File: src/rtl/core/uer_pkg.sv
// Shared types and constants for the ultrasonic echo ranger.
// Item and result structs, register indexes and register reset values.
// No dependencies.
`default_nettype none

package uer_pkg;

	// fields of one input transfer
	typedef struct packed {
		logic cmd;
		logic channel;
		logic echo_a;
		logic echo_b;
	} item_t;

	// fields of one result transfer
	typedef struct packed {
		logic        trigger_a;
		logic        trigger_b;
		logic        busy_res;
		logic        done_res;
		logic [15:0] distance;
		logic        no_echo;
	} result_t;

	localparam int unsigned CFG_IDX_W  = 3;
	localparam int unsigned CFG_DATA_W = 14;

	localparam logic [CFG_IDX_W-1:0] CFG_TIMEOUT  = 3'd0;
	localparam logic [CFG_IDX_W-1:0] CFG_TRIGGER  = 3'd1;
	localparam logic [CFG_IDX_W-1:0] CFG_CPU      = 3'd2;
	localparam logic [CFG_IDX_W-1:0] CFG_FAR      = 3'd3;
	localparam logic [CFG_IDX_W-1:0] CFG_NEAR     = 3'd4;
	localparam logic [CFG_IDX_W-1:0] CFG_JUMP     = 3'd5;

	localparam logic [13:0] RST_TIMEOUT  = 14'd10000;
	localparam logic [7:0]  RST_TRIGGER  = 8'd11;
	localparam logic [11:0] RST_CPU      = 12'd230;
	localparam logic [7:0]  RST_FAR      = 8'd100;
	localparam logic [7:0]  RST_NEAR     = 8'd7;
	localparam logic [7:0]  RST_JUMP     = 8'd50;
	localparam logic [15:0] RST_LAST     = 16'd25600;

	// item commands
	localparam logic CMD_TICK  = 1'b0;
	localparam logic CMD_START = 1'b1;

endpackage

`default_nettype wire

File: src/rtl/core/ultrasonic_echo_ranger.sv
// Tick-driven trigger/echo ranger for two ultrasonic sensors.
// Holds the phase sequencer, the shared restoring divider and the spike filter.
// Depends on uer_pkg.
`default_nettype none

// One result per input transfer; start items and non-dividing ticks load it
// into the output register on acceptance. A tick that ends the echo-high phase
// with a count below the limit runs the count*256 / counts_per_unit divide on
// one shared subtract-and-compare unit, one quotient bit per cycle. The input
// is stalled meanwhile, and also while a result sits unaccepted in the output
// register. Distance is unsigned Q8.8, saturated at 65535. The user must write
// configuration only between measurements; the block does not enforce it.
module ultrasonic_echo_ranger
	import uer_pkg::*;
#(
	parameter int unsigned COUNT_WIDTH = 14
) (
	input  wire logic                  clk,
	input  wire logic                  arst_n,
	input  wire logic                  item_valid,
	output      logic                  item_stall,
	input  wire item_t                 item,
	output      logic                  res_valid,
	input  wire logic                  res_stall,
	output      result_t               res,
	input  wire logic                  cfg_we,
	input  wire logic [CFG_IDX_W-1:0]  cfg_index,
	input  wire logic [CFG_DATA_W-1:0] cfg_wdata
);

	localparam int unsigned CMPW = (COUNT_WIDTH > 14) ? COUNT_WIDTH : 14;
	localparam int unsigned QW   = COUNT_WIDTH + 8;
	localparam int unsigned DCW  = $clog2(QW + 1);
	localparam logic [COUNT_WIDTH-1:0] CNT_MAX = {COUNT_WIDTH{1'b1}};

	typedef enum logic [3:0] {
		PH_IDLE = 4'b0001,
		PH_TRIG = 4'b0010,
		PH_RISE = 4'b0100,
		PH_HIGH = 4'b1000
	} phase_t;

	typedef enum logic [2:0] {
		SQ_READY = 3'b001,
		SQ_DIV   = 3'b010,
		SQ_FIN   = 3'b100
	} seq_t;

	// configuration
	logic [13:0] timeout_q;
	logic [7:0]  trigger_q;
	logic [11:0] cpu_q;
	logic [7:0]  far_q;
	logic [7:0]  near_q;
	logic [7:0]  jump_q;

	phase_t                 phase_q, phase_d;
	seq_t                   seq_q;
	logic                   chan_q, chan_d;
	logic [COUNT_WIDTH-1:0] tick_q, tick_d;
	logic [15:0]            last_q;

	logic [11:0]            rem_q;
	logic [QW-1:0]          quo_q;
	logic [DCW-1:0]         div_cnt_q;

	logic                   out_valid_q;
	result_t                out_q;

	logic                   accept;
	logic                   echo;
	logic [COUNT_WIDTH-1:0] t_bump;
	logic                   done_d, noecho_d, do_filter, start_div;
	logic                   imm_load, fin_load;
	logic [12:0]            trial;
	logic                   trial_ge;
	logic [QW+7:0]          quo_wide;
	logic [15:0]            quo_sat, far_d, filt_in, filt_out;
	logic [15:0]            near_d, jump_d;

	function automatic logic hit(input logic [COUNT_WIDTH-1:0] t, input logic [13:0] lim);
		hit = (CMPW'(t) >= CMPW'(lim)) || (t == CNT_MAX);
	endfunction

	assign accept     = item_valid && !item_stall;
	assign item_stall = (seq_q != SQ_READY) || (out_valid_q && res_stall);
	assign echo       = chan_q ? item.echo_b : item.echo_a;
	assign t_bump     = (tick_q == CNT_MAX) ? tick_q : tick_q + 1'b1;
	assign far_d      = {far_q, 8'd0};
	assign near_d     = {near_q, 8'd0};
	assign jump_d     = {jump_q, 8'd0};

	// phase sequencer for one item
	always_comb begin
		phase_d   = phase_q;
		chan_d    = chan_q;
		tick_d    = tick_q;
		done_d    = 1'b0;
		noecho_d  = 1'b0;
		do_filter = 1'b0;
		start_div = 1'b0;
		if (item.cmd == CMD_START) begin
			if (phase_q == PH_IDLE) begin
				phase_d = PH_TRIG;
				chan_d  = item.channel;
				tick_d  = '0;
			end
		end else begin
			case (phase_q)
				PH_TRIG: begin
					tick_d = t_bump;
					if (CMPW'(t_bump) >= CMPW'(trigger_q) || t_bump == CNT_MAX) begin
						phase_d = PH_RISE;
						tick_d  = '0;
					end
				end
				PH_RISE: begin
					if (echo && !hit(tick_q, timeout_q)) begin
						phase_d = PH_HIGH;
						tick_d  = '0;
					end else begin
						tick_d = echo ? tick_q : t_bump;
						if (hit(tick_d, timeout_q)) begin
							phase_d  = PH_IDLE;
							done_d   = 1'b1;
							noecho_d = 1'b1;
						end
					end
				end
				PH_HIGH: begin
					if (echo) begin
						tick_d = t_bump;
						if (hit(t_bump, timeout_q)) begin
							phase_d   = PH_IDLE;
							done_d    = 1'b1;
							do_filter = 1'b1;
						end
					end else begin
						phase_d = PH_IDLE;
						done_d  = 1'b1;
						if (hit(tick_q, timeout_q))
							do_filter = 1'b1;
						else
							start_div = 1'b1;
					end
				end
				default: phase_d = PH_IDLE;
			endcase
		end
	end

	// shared divider step
	assign trial    = {rem_q, quo_q[QW-1]};
	assign trial_ge = trial >= {1'b0, cpu_q};
	assign quo_wide = {8'd0, quo_q};
	assign quo_sat  = (|quo_wide[QW+7:16]) ? 16'hFFFF : quo_wide[15:0];

	// spike filter, fed either by the far distance or the quotient
	assign filt_in  = (seq_q == SQ_FIN) ? quo_sat : far_d;
	assign filt_out = (filt_in < near_d && last_q > filt_in && (last_q - filt_in) > jump_d)
		? last_q : filt_in;

	assign imm_load = accept && !start_div;
	assign fin_load = (seq_q == SQ_FIN) && (!out_valid_q || !res_stall);

	always_ff @(posedge clk or negedge arst_n) begin
		if (!arst_n) begin
			timeout_q <= RST_TIMEOUT;
			trigger_q <= RST_TRIGGER;
			cpu_q     <= RST_CPU;
			far_q     <= RST_FAR;
			near_q    <= RST_NEAR;
			jump_q    <= RST_JUMP;
		end else if (cfg_we) begin
			case (cfg_index)
				CFG_TIMEOUT: timeout_q <= cfg_wdata;
				CFG_TRIGGER: trigger_q <= cfg_wdata[7:0];
				CFG_CPU:     cpu_q     <= cfg_wdata[11:0];
				CFG_FAR:     far_q     <= cfg_wdata[7:0];
				CFG_NEAR:    near_q    <= cfg_wdata[7:0];
				CFG_JUMP:    jump_q    <= cfg_wdata[7:0];
				default: ;
			endcase
		end
	end

	always_ff @(posedge clk or negedge arst_n) begin
		if (!arst_n) begin
			phase_q     <= PH_IDLE;
			seq_q       <= SQ_READY;
			chan_q      <= 1'b0;
			tick_q      <= '0;
			last_q      <= RST_LAST;
			div_cnt_q   <= '0;
			out_valid_q <= 1'b0;
		end else begin
			if (accept) begin
				phase_q <= phase_d;
				chan_q  <= chan_d;
				tick_q  <= tick_d;
				if (do_filter)
					last_q <= filt_out;
			end
			case (seq_q)
				SQ_READY: begin
					if (accept && start_div) begin
						seq_q     <= SQ_DIV;
						div_cnt_q <= DCW'(QW);
					end
				end
				SQ_DIV: begin
					div_cnt_q <= div_cnt_q - 1'b1;
					if (div_cnt_q == DCW'(1))
						seq_q <= SQ_FIN;
				end
				SQ_FIN: begin
					if (fin_load) begin
						last_q <= filt_out;
						seq_q  <= SQ_READY;
					end
				end
				default: seq_q <= SQ_READY;
			endcase
			if (imm_load || fin_load)
				out_valid_q <= 1'b1;
			else if (!res_stall)
				out_valid_q <= 1'b0;
		end
	end

	// divider datapath and output register
	always_ff @(posedge clk) begin
		if (accept && start_div) begin
			rem_q <= '0;
			quo_q <= {tick_q, 8'd0};
		end else if (seq_q == SQ_DIV) begin
			rem_q <= trial_ge ? 12'(trial - {1'b0, cpu_q}) : trial[11:0];
			quo_q <= {quo_q[QW-2:0], trial_ge};
		end
		if (imm_load) begin
			out_q.trigger_a <= (phase_d == PH_TRIG) && !chan_d;
			out_q.trigger_b <= (phase_d == PH_TRIG) && chan_d;
			out_q.busy_res  <= phase_d != PH_IDLE;
			out_q.done_res  <= done_d;
			out_q.distance  <= noecho_d ? far_d : (do_filter ? filt_out : 16'd0);
			out_q.no_echo   <= noecho_d;
		end else if (fin_load) begin
			out_q.trigger_a <= 1'b0;
			out_q.trigger_b <= 1'b0;
			out_q.busy_res  <= 1'b0;
			out_q.done_res  <= 1'b1;
			out_q.distance  <= filt_out;
			out_q.no_echo   <= 1'b0;
		end
	end

	assign res_valid = out_valid_q;
	assign res       = out_q;

	// divide only runs once the measurement has left its phases
	a_div_idle: assert property (@(posedge clk) disable iff (!arst_n)
		seq_q != SQ_READY |-> phase_q == PH_IDLE)
		else $error("divider busy while a measurement phase is active");

	a_div_cnt: assert property (@(posedge clk) disable iff (!arst_n)
		seq_q == SQ_DIV |-> div_cnt_q != '0)
		else $error("divide step count ran out inside the divide");

	a_done_not_busy: assert property (@(posedge clk) disable iff (!arst_n)
		res_valid |-> !(res.done_res && res.busy_res))
		else $error("result both done and busy");

	a_one_trigger: assert property (@(posedge clk) disable iff (!arst_n)
		res_valid |-> !(res.trigger_a && res.trigger_b))
		else $error("both trigger lines high");

endmodule

`default_nettype wire

File: config.mk
export PLATFORM = sky130hd
export DESIGN_NAME = ultrasonic_echo_ranger
export DESIGN_NICKNAME = d
export VERILOG_FILES = /design/src/rtl/core/uer_pkg.sv /design/src/rtl/core/ultrasonic_echo_ranger.sv
export SDC_FILE = /design/constraint.sdc
export NUM_CORES = 1
export LEC_CHECK = 0
export ABC_AREA = 1
export BUFFER_PORTS_ARGS = -buffer_cell sky130_fd_sc_hd__buf_2
export CAP_MARGIN = 25
export CORE_MARGIN = 2
export CORE_UTILIZATION = 47
export DETAILED_ROUTE_END_ITERATION = 6
export PLACE_DENSITY = 0.62
export SLEW_MARGIN = 15
export SYNTH_ARGS = -nofsm -noshare
export SYNTH_HDL_FRONTEND = slang
export SYNTH_SLANG_ARGS = --single-unit
File: constraint.sdc
create_clock -name clk -period 7 [get_ports clk]
set_clock_uncertainty 0.2 [all_clocks]
set_input_delay 1.4 -clock clk [delete_from_list [all_inputs] [get_ports clk]]
set_output_delay 1.4 -clock clk [all_outputs]
set_load 0.005 [all_outputs]
Word-level counts from Yosys, hierarchy flattened
Cells that the tools add are included.

storage, ports and cells
  register bits after elaboration = 157
  bits of input ports = 26
  logic and storage cells = 154

operators by class
  $lt $le $gt $ge = 8
  reduce and logical (&&, ||, !) cells = 38
  $add $sub $neg = 4
  equality and inequality tests = 25
  mux-type cells = 57

operator list
  operator               count
  $mux 16                9
  $mux 14                7
  $mux 22                2
  $eq 14x14->1 const B   3
  $ge 14x14->1           3
  $mux 21                2
  $pmux 14 s3            1
  $gt 16x16->1           2
  $mux 4                 7
  $mux 1                 20
  $lt 16x16->1           1
  $sub 16x16->16         1
  $add 14x1->14 const B  1
  $ge 14x8->1            1
  $reduce_and 2->1       7
  $ge 13x12->1           1
  $mux 12                1
  $pmux 4 s3             1
  $sub 12x12->12         1
  $logic_and 1x1->1      10
  $pmux 5 s2             1
  $eq 3x2->1 const B     3
  $eq 3x3->1 const B     3
  $mux 3                 3
  23 further kinds       41

Logic depth before layout (Yosys ltp)
  word-level depth = 12
  mapped depth = 29

Least setup slack after synthesis
OpenSTA, ideal clock, no wires.

  kind = reg-to-reg
  from = register seq_q[1]
  to = register out_q (netlist bit res[4]), data pin
  required time = 6542 ps
  period minus slack after synthesis = 4560 ps
  path slack = 2440 ps
  setup time = 258 ps
  cell stages (with the launch flop) = 29
  arrival time = 4101 ps
  cell sequence = dfrtp_1 -> inv_1 -> nand3_1 -> inv_1 -> clkbuf_1 -> o21ai_0 -> ha_1 -> a21oi_1 -> nand2_1 -> nand2_1 -> nand2_1 -> a31oi_1 -> o21ai_0 -> nand3_1 -> nand2_1 -> nand3_1 -> nand2_1 -> xor2_1 -> ha_1 -> nand4_1 -> nor4_1 -> nand3_1 -> nor2_1 -> nand4_1 -> nand4_1 -> clkbuf_1 -> nand2_1 -> o21ai_1 -> nor2_1

between the ends
  cells in the longest elaborated chain, start to end = 9
  elaborated cells on any way between the ends = 18
  those cells by class = add/sub (1); order compare (3); eq/ne (2); mux (6); reduce/logical (6)

RTL lines
  what                                                      RTL line                       RTL
  start, declared                                           ultrasonic_echo_ranger.sv:58   seq_t seq_q;
  start signal, assigned                                    ultrasonic_echo_ranger.sv:190  seq_q <= SQ_READY;
  start signal, assigned                                    ultrasonic_echo_ranger.sv:207  seq_q <= SQ_DIV;
  start signal, assigned                                    ultrasonic_echo_ranger.sv:214  seq_q <= SQ_FIN;
  $eq 3x3->1                                                ultrasonic_echo_ranger.sv:159  assign filt_in = (seq_q == SQ_FIN) ? quo_sat : far_d;
  $mux 16                                                   ultrasonic_echo_ranger.sv:159
  $sub 16x16->16 (tied with other cells)                    ultrasonic_echo_ranger.sv:160  assign filt_out = (filt_in < near_d && last_q > filt_in && (last_q - filt_in) > jump_d)
  $gt 16x16->1 / $logic_and 1x1->1 (equally long branches)  ultrasonic_echo_ranger.sv:160
  $logic_and 1x1->1                                         ultrasonic_echo_ranger.sv:160
  $mux 16                                                   ultrasonic_echo_ranger.sv:161  ? last_q : filt_in;
  $mux 16 (2 in series)                                     ultrasonic_echo_ranger.sv:245  out_q.distance <= noecho_d ? far_d : (do_filter ? filt_out : 16'd0);
  $mux 21 (*)                                               ultrasonic_echo_ranger.sv:240  if (imm_load) begin
  end, declared                                             ultrasonic_echo_ranger.sv:68   result_t out_q;

Every way passes the cells marked *; elsewhere a longest branch is shown, timed or not. The select of a mux whose other input is x is not followed.
A chain may end at the register's enable or synchronous reset.

Worst setup path after layout
  from = register seq_q[1]
  to = register out_q (netlist bit res[8]), data pin

Same word-level chain as after synthesis.

==> results.toml <==
[routing]
vias_per_cell = 5.44
ant_nets = 0
wl_um = 28800
drc = 2
drt-wirelength-per-cell_um = 16.9
drtIter0Drc = 618
first_pass_iters = 7
num_vias = 9255

[sta]
final_max_slew_viol_count = 0
layout_setup_ws_ns = 1.12
setup_viol = 0
setup_tns_ns = 0
fin_crit_sh_pct = 84.0
fin_crit_ns = 5.88
fmax_mhz = 170
finalHoldViolCount = 0
max_slew_margin_pct = 35.0
rsz0062_at_grt = "no"
tightest_slew_ns = 0.973

[power]
p_sw_share_pct = 45.6
power_mw = 4.69
power.switching_mw = 2.14
seq_power_share_pct = 31.1
clkPwrFrac_pct = 19.6
p_int_mw = 2.55
vdd_ir_drop_max_mv = 0.181
combPwrFrac_pct = 49.4
p_leak_nw = 5.68
power_density_mw_per_mm2 = 406

[clock_network]
cts_buffers = 17
cts_max_level = 4
cts_max_path_buffers = 2
clkSinkCount = 157
worstSkewPairLatency_ns = 0.43
cts_tree = "yes"
hold_buffers = 0
ctsRootBufferMaster = "clkbuf_16"
post_cts_resized = 0
post_cts_buffers = 0
cts.clk_slew.worst_paths_ns = 0.07

[die]
core_sq_mm = 0.0218
die_y_um = 153
pin_count = 49
fp.dieW_um = 153
rows = 54
die_area_sq_mm = 0.0235
start_util_pct = 48.0

[hold_path]
holdCritPathClass = "reg2reg"

[cells_and_area]
finalNetCount = 1533
multi_input_area_sq_mm = 0.00551
seq_area_sq_mm = 0.00404
fillers = 2131
area_growth_pct = 10.4
num_antenna_cells = 0
drive_gt1_share_pct = 11.1
fin_cells = 1702
final_util_pct = 52.9

[logic_synthesis]
synth_nets = 1492
mappedNetlistArea_sq_mm = 0.0105
ys_seq_elements = 157
yosysWarnings = 0
synthArstFlopShare_pct = 65.0
avgSynthCellArea_sq_um = 7.65
synth_edf_count = 35
yosysUniqueCellTypes = 58
syn_inst = 1368
yosys_most_used_dff = "dfrtp_1"
ys_seq_area_share_pct = 38.6

[placement]
placedCellCount = 1670
dp_hpwl_um = 21600
place_congestion = 0.934
place_ws_ns = 1.24
io_buffer_count = 48

[global_route]
gr-total-overflow = 0
grt_pass1_wl_um = 46900
antenna_found_initial = 0
grt_start_max_net_pins = 61
grt_pass1_vias = 8794
grtUsageTotal_pct = 25.1

[setup_path]
regToRegSetupSlack_ns = 1.12
cp_data_arrival_time_ns = 5.86
path_max_fanout = 23
crit_required_ns = 6.98
criticalPathCategory = "reg2reg"
startpoint_type = "flip-flop"
crit_path_end_kind = "flip-flop"

[status]
status = "finished, violations left"
violations = "DRC"

[flow_run]
maxCapViolCount = 0
[registers in the layout, summed over array words and instances (netlist names)]
signal / flops
div_cnt_q: 5
last_q: 16
jump_q: 8
cpu_q: 12
far_q: 8
chan_q: 1
near_q: 8
trigger_q: 8
timeout_q: 14
res_valid: 1
rem_q: 12
res: 21
quo_q: 22
phase_q: 4
seq_q: 3
tick_q: 14
[cell type report]
class                      count  area share (%)
clock inverter                14            1.09
inverter                     204            6.66
multi-input combinational    974            47.7
tap                          280            3.03
sequential                   157            35.0
timing repair buffer          55            2.62
clock buffer                  18            3.90
[power groups by stage]
stage | sequential [mW] | combinational (mW) | clock [mW]
floorplan | 1.41 | 1.67 | 0
global placement | 1.46 | 2.25 | 0
detailed placement | 1.46 | 2.29 | 0
CTS | 1.45 | 2.31 | 0.938
global route | 1.49 | 2.66 | 0.969
finish | 1.46 | 2.31 | 0.917
[routing by layer]
layer / wire length [um] / track usage, % / vias to the layer above
li1: - / - / 4649
met1: 13300 / 33.8 / 4335
met2: 13500 / 41.1 / 226
met3: 1230 / 3.80 / 45
met4: 836 / 9.08 / 0
met5: 0 / 0 / -
[per-stage QoR]
stage	area (sq um)	hold slack, ns
2_1_floorplan	10500	0.244
3_3_place_gp	11000	0.262
3_5_place_dp	11000	0.263
4_1_cts	11600	0.276
5_1_grt	11600	0.302
6_report	11600	0.275
[cell families after synthesis]
group / share of synthesized area (%)
AO/OA/AOI/OAI: 16.5
XOR/XNOR: 2.18
adder cells (fa/ha/maj): 11.9
buffers and inverters: 8.80
flip-flops: 38.6
AND/OR/NAND/NOR: 22.1
[synthesized netlist by cell type, types with 3 or more instances]
| library cell | count | share of area (%) |
|---|---|---|
| nor4_1 | 6 | 0.36 |
| o22ai_1 | 14 | 0.84 |
| xnor2_1 | 4 | 0.33 |
| nor2_1 | 77 | 2.8 |
| dfxtp_1 | 20 | 3.8 |
| inv_1 | 187 | 6.7 |
| clkbuf_1 | 27 | 0.97 |
| nand2_2 | 7 | 0.42 |
| edfxtp_1 | 35 | 10 |
| nand4_1 | 19 | 1.1 |
| nand2_4 | 5 | 0.54 |
| dfrtp_1 | 75 | 18 |
| ha_1 | 96 | 11 |
| dfstp_2 | 27 | 6.8 |
| o21bai_1 | 4 | 0.29 |
| a22o_1 | 4 | 0.33 |
| o21ai_2 | 4 | 0.33 |
| nand2_1 | 325 | 12 |
| a21oi_1 | 71 | 3.4 |
| a31oi_1 | 8 | 0.48 |
| or2_2 | 3 | 0.18 |
| nand3_1 | 66 | 3.2 |
| xor2_1 | 22 | 1.8 |
| a22oi_1 | 8 | 0.57 |
| nor3_1 | 13 | 0.62 |
| o21ai_0 | 165 | 7.9 |
| a211oi_1 | 3 | 0.22 |
| buf_6 | 3 | 0.32 |
| inv_2 | 13 | 0.47 |
| o21ai_1 | 19 | 0.91 |
[worst max-delay path: stages (launching register included)]
cell and delay [ns]:
dfrtp_1 0.39, inv_1 0.09, nand3_1 0.20, inv_1 0.52, o21ai_0 0.34, fa_1 0.50
nand3_1 0.11, nand3_1 0.13, a21oi_1 0.24, o21ai_1 0.13, a21boi_1 0.26, o21ai_0 0.14
xor2_1 0.16, ha_1 0.31, nand4_1 0.12, o221ai_1 0.20, nand2_1 0.07, inv_1 0.05
nand4_1 0.70, buf_4 0.47, o21ai_0 0.23, nor2_1 0.06
[cell usage in the layout (no fill, tap or decap), types with 3 or more instances in the layout]
cell type / synthesis / final
inv_1: 187 / 187
nor4_1: 6 / 6
dfxtp_1: 20 / 20
inv_4: 1 / 4
nand2_1: 325 / 325
nand2_2: 7 / 7
a22o_1: 4 / 4
o21ai_2: 4 / 4
ha_1: 96 / 96
nand2_4: 5 / 5
inv_8: 0 / 3
nor2_1: 77 / 77
o21bai_1: 4 / 4
a211oi_1: 3 / 3
xnor2_1: 4 / 4
nor3_1: 13 / 12
or2_2: 3 / 3
a22oi_1: 8 / 8
dfstp_2: 27 / 27
buf_2: 1 / 47
inv_2: 13 / 13
nand3_1: 66 / 66
a21oi_1: 71 / 71
a31oi_1: 8 / 8
o21ai_0: 165 / 165
dfrtp_1: 75 / 75
clkbuf_16: 0 / 18
edfxtp_1: 35 / 35
o22ai_1: 14 / 14
nand4_1: 19 / 19
buf_4: 1 / 7
clkinv_4: 0 / 4
o21ai_1: 19 / 19
xor2_1: 22 / 22
[worst paths after layout]
check | from | to | cells after the start
min in group asynchronous | arst_n | jump_q[0] | 1
setup / recovery | seq_q[1] | res[8] | 21
hold reg to reg | rem_q[2] | rem_q[2] | 2
setup reg to reg | seq_q[1] | res[8] | 21
max in group asynchronous | arst_n | tick_q[0] | 2
hold / removal | rem_q[2] | rem_q[2] | 2
No activity file was read; power rests on OpenSTA's default activity.
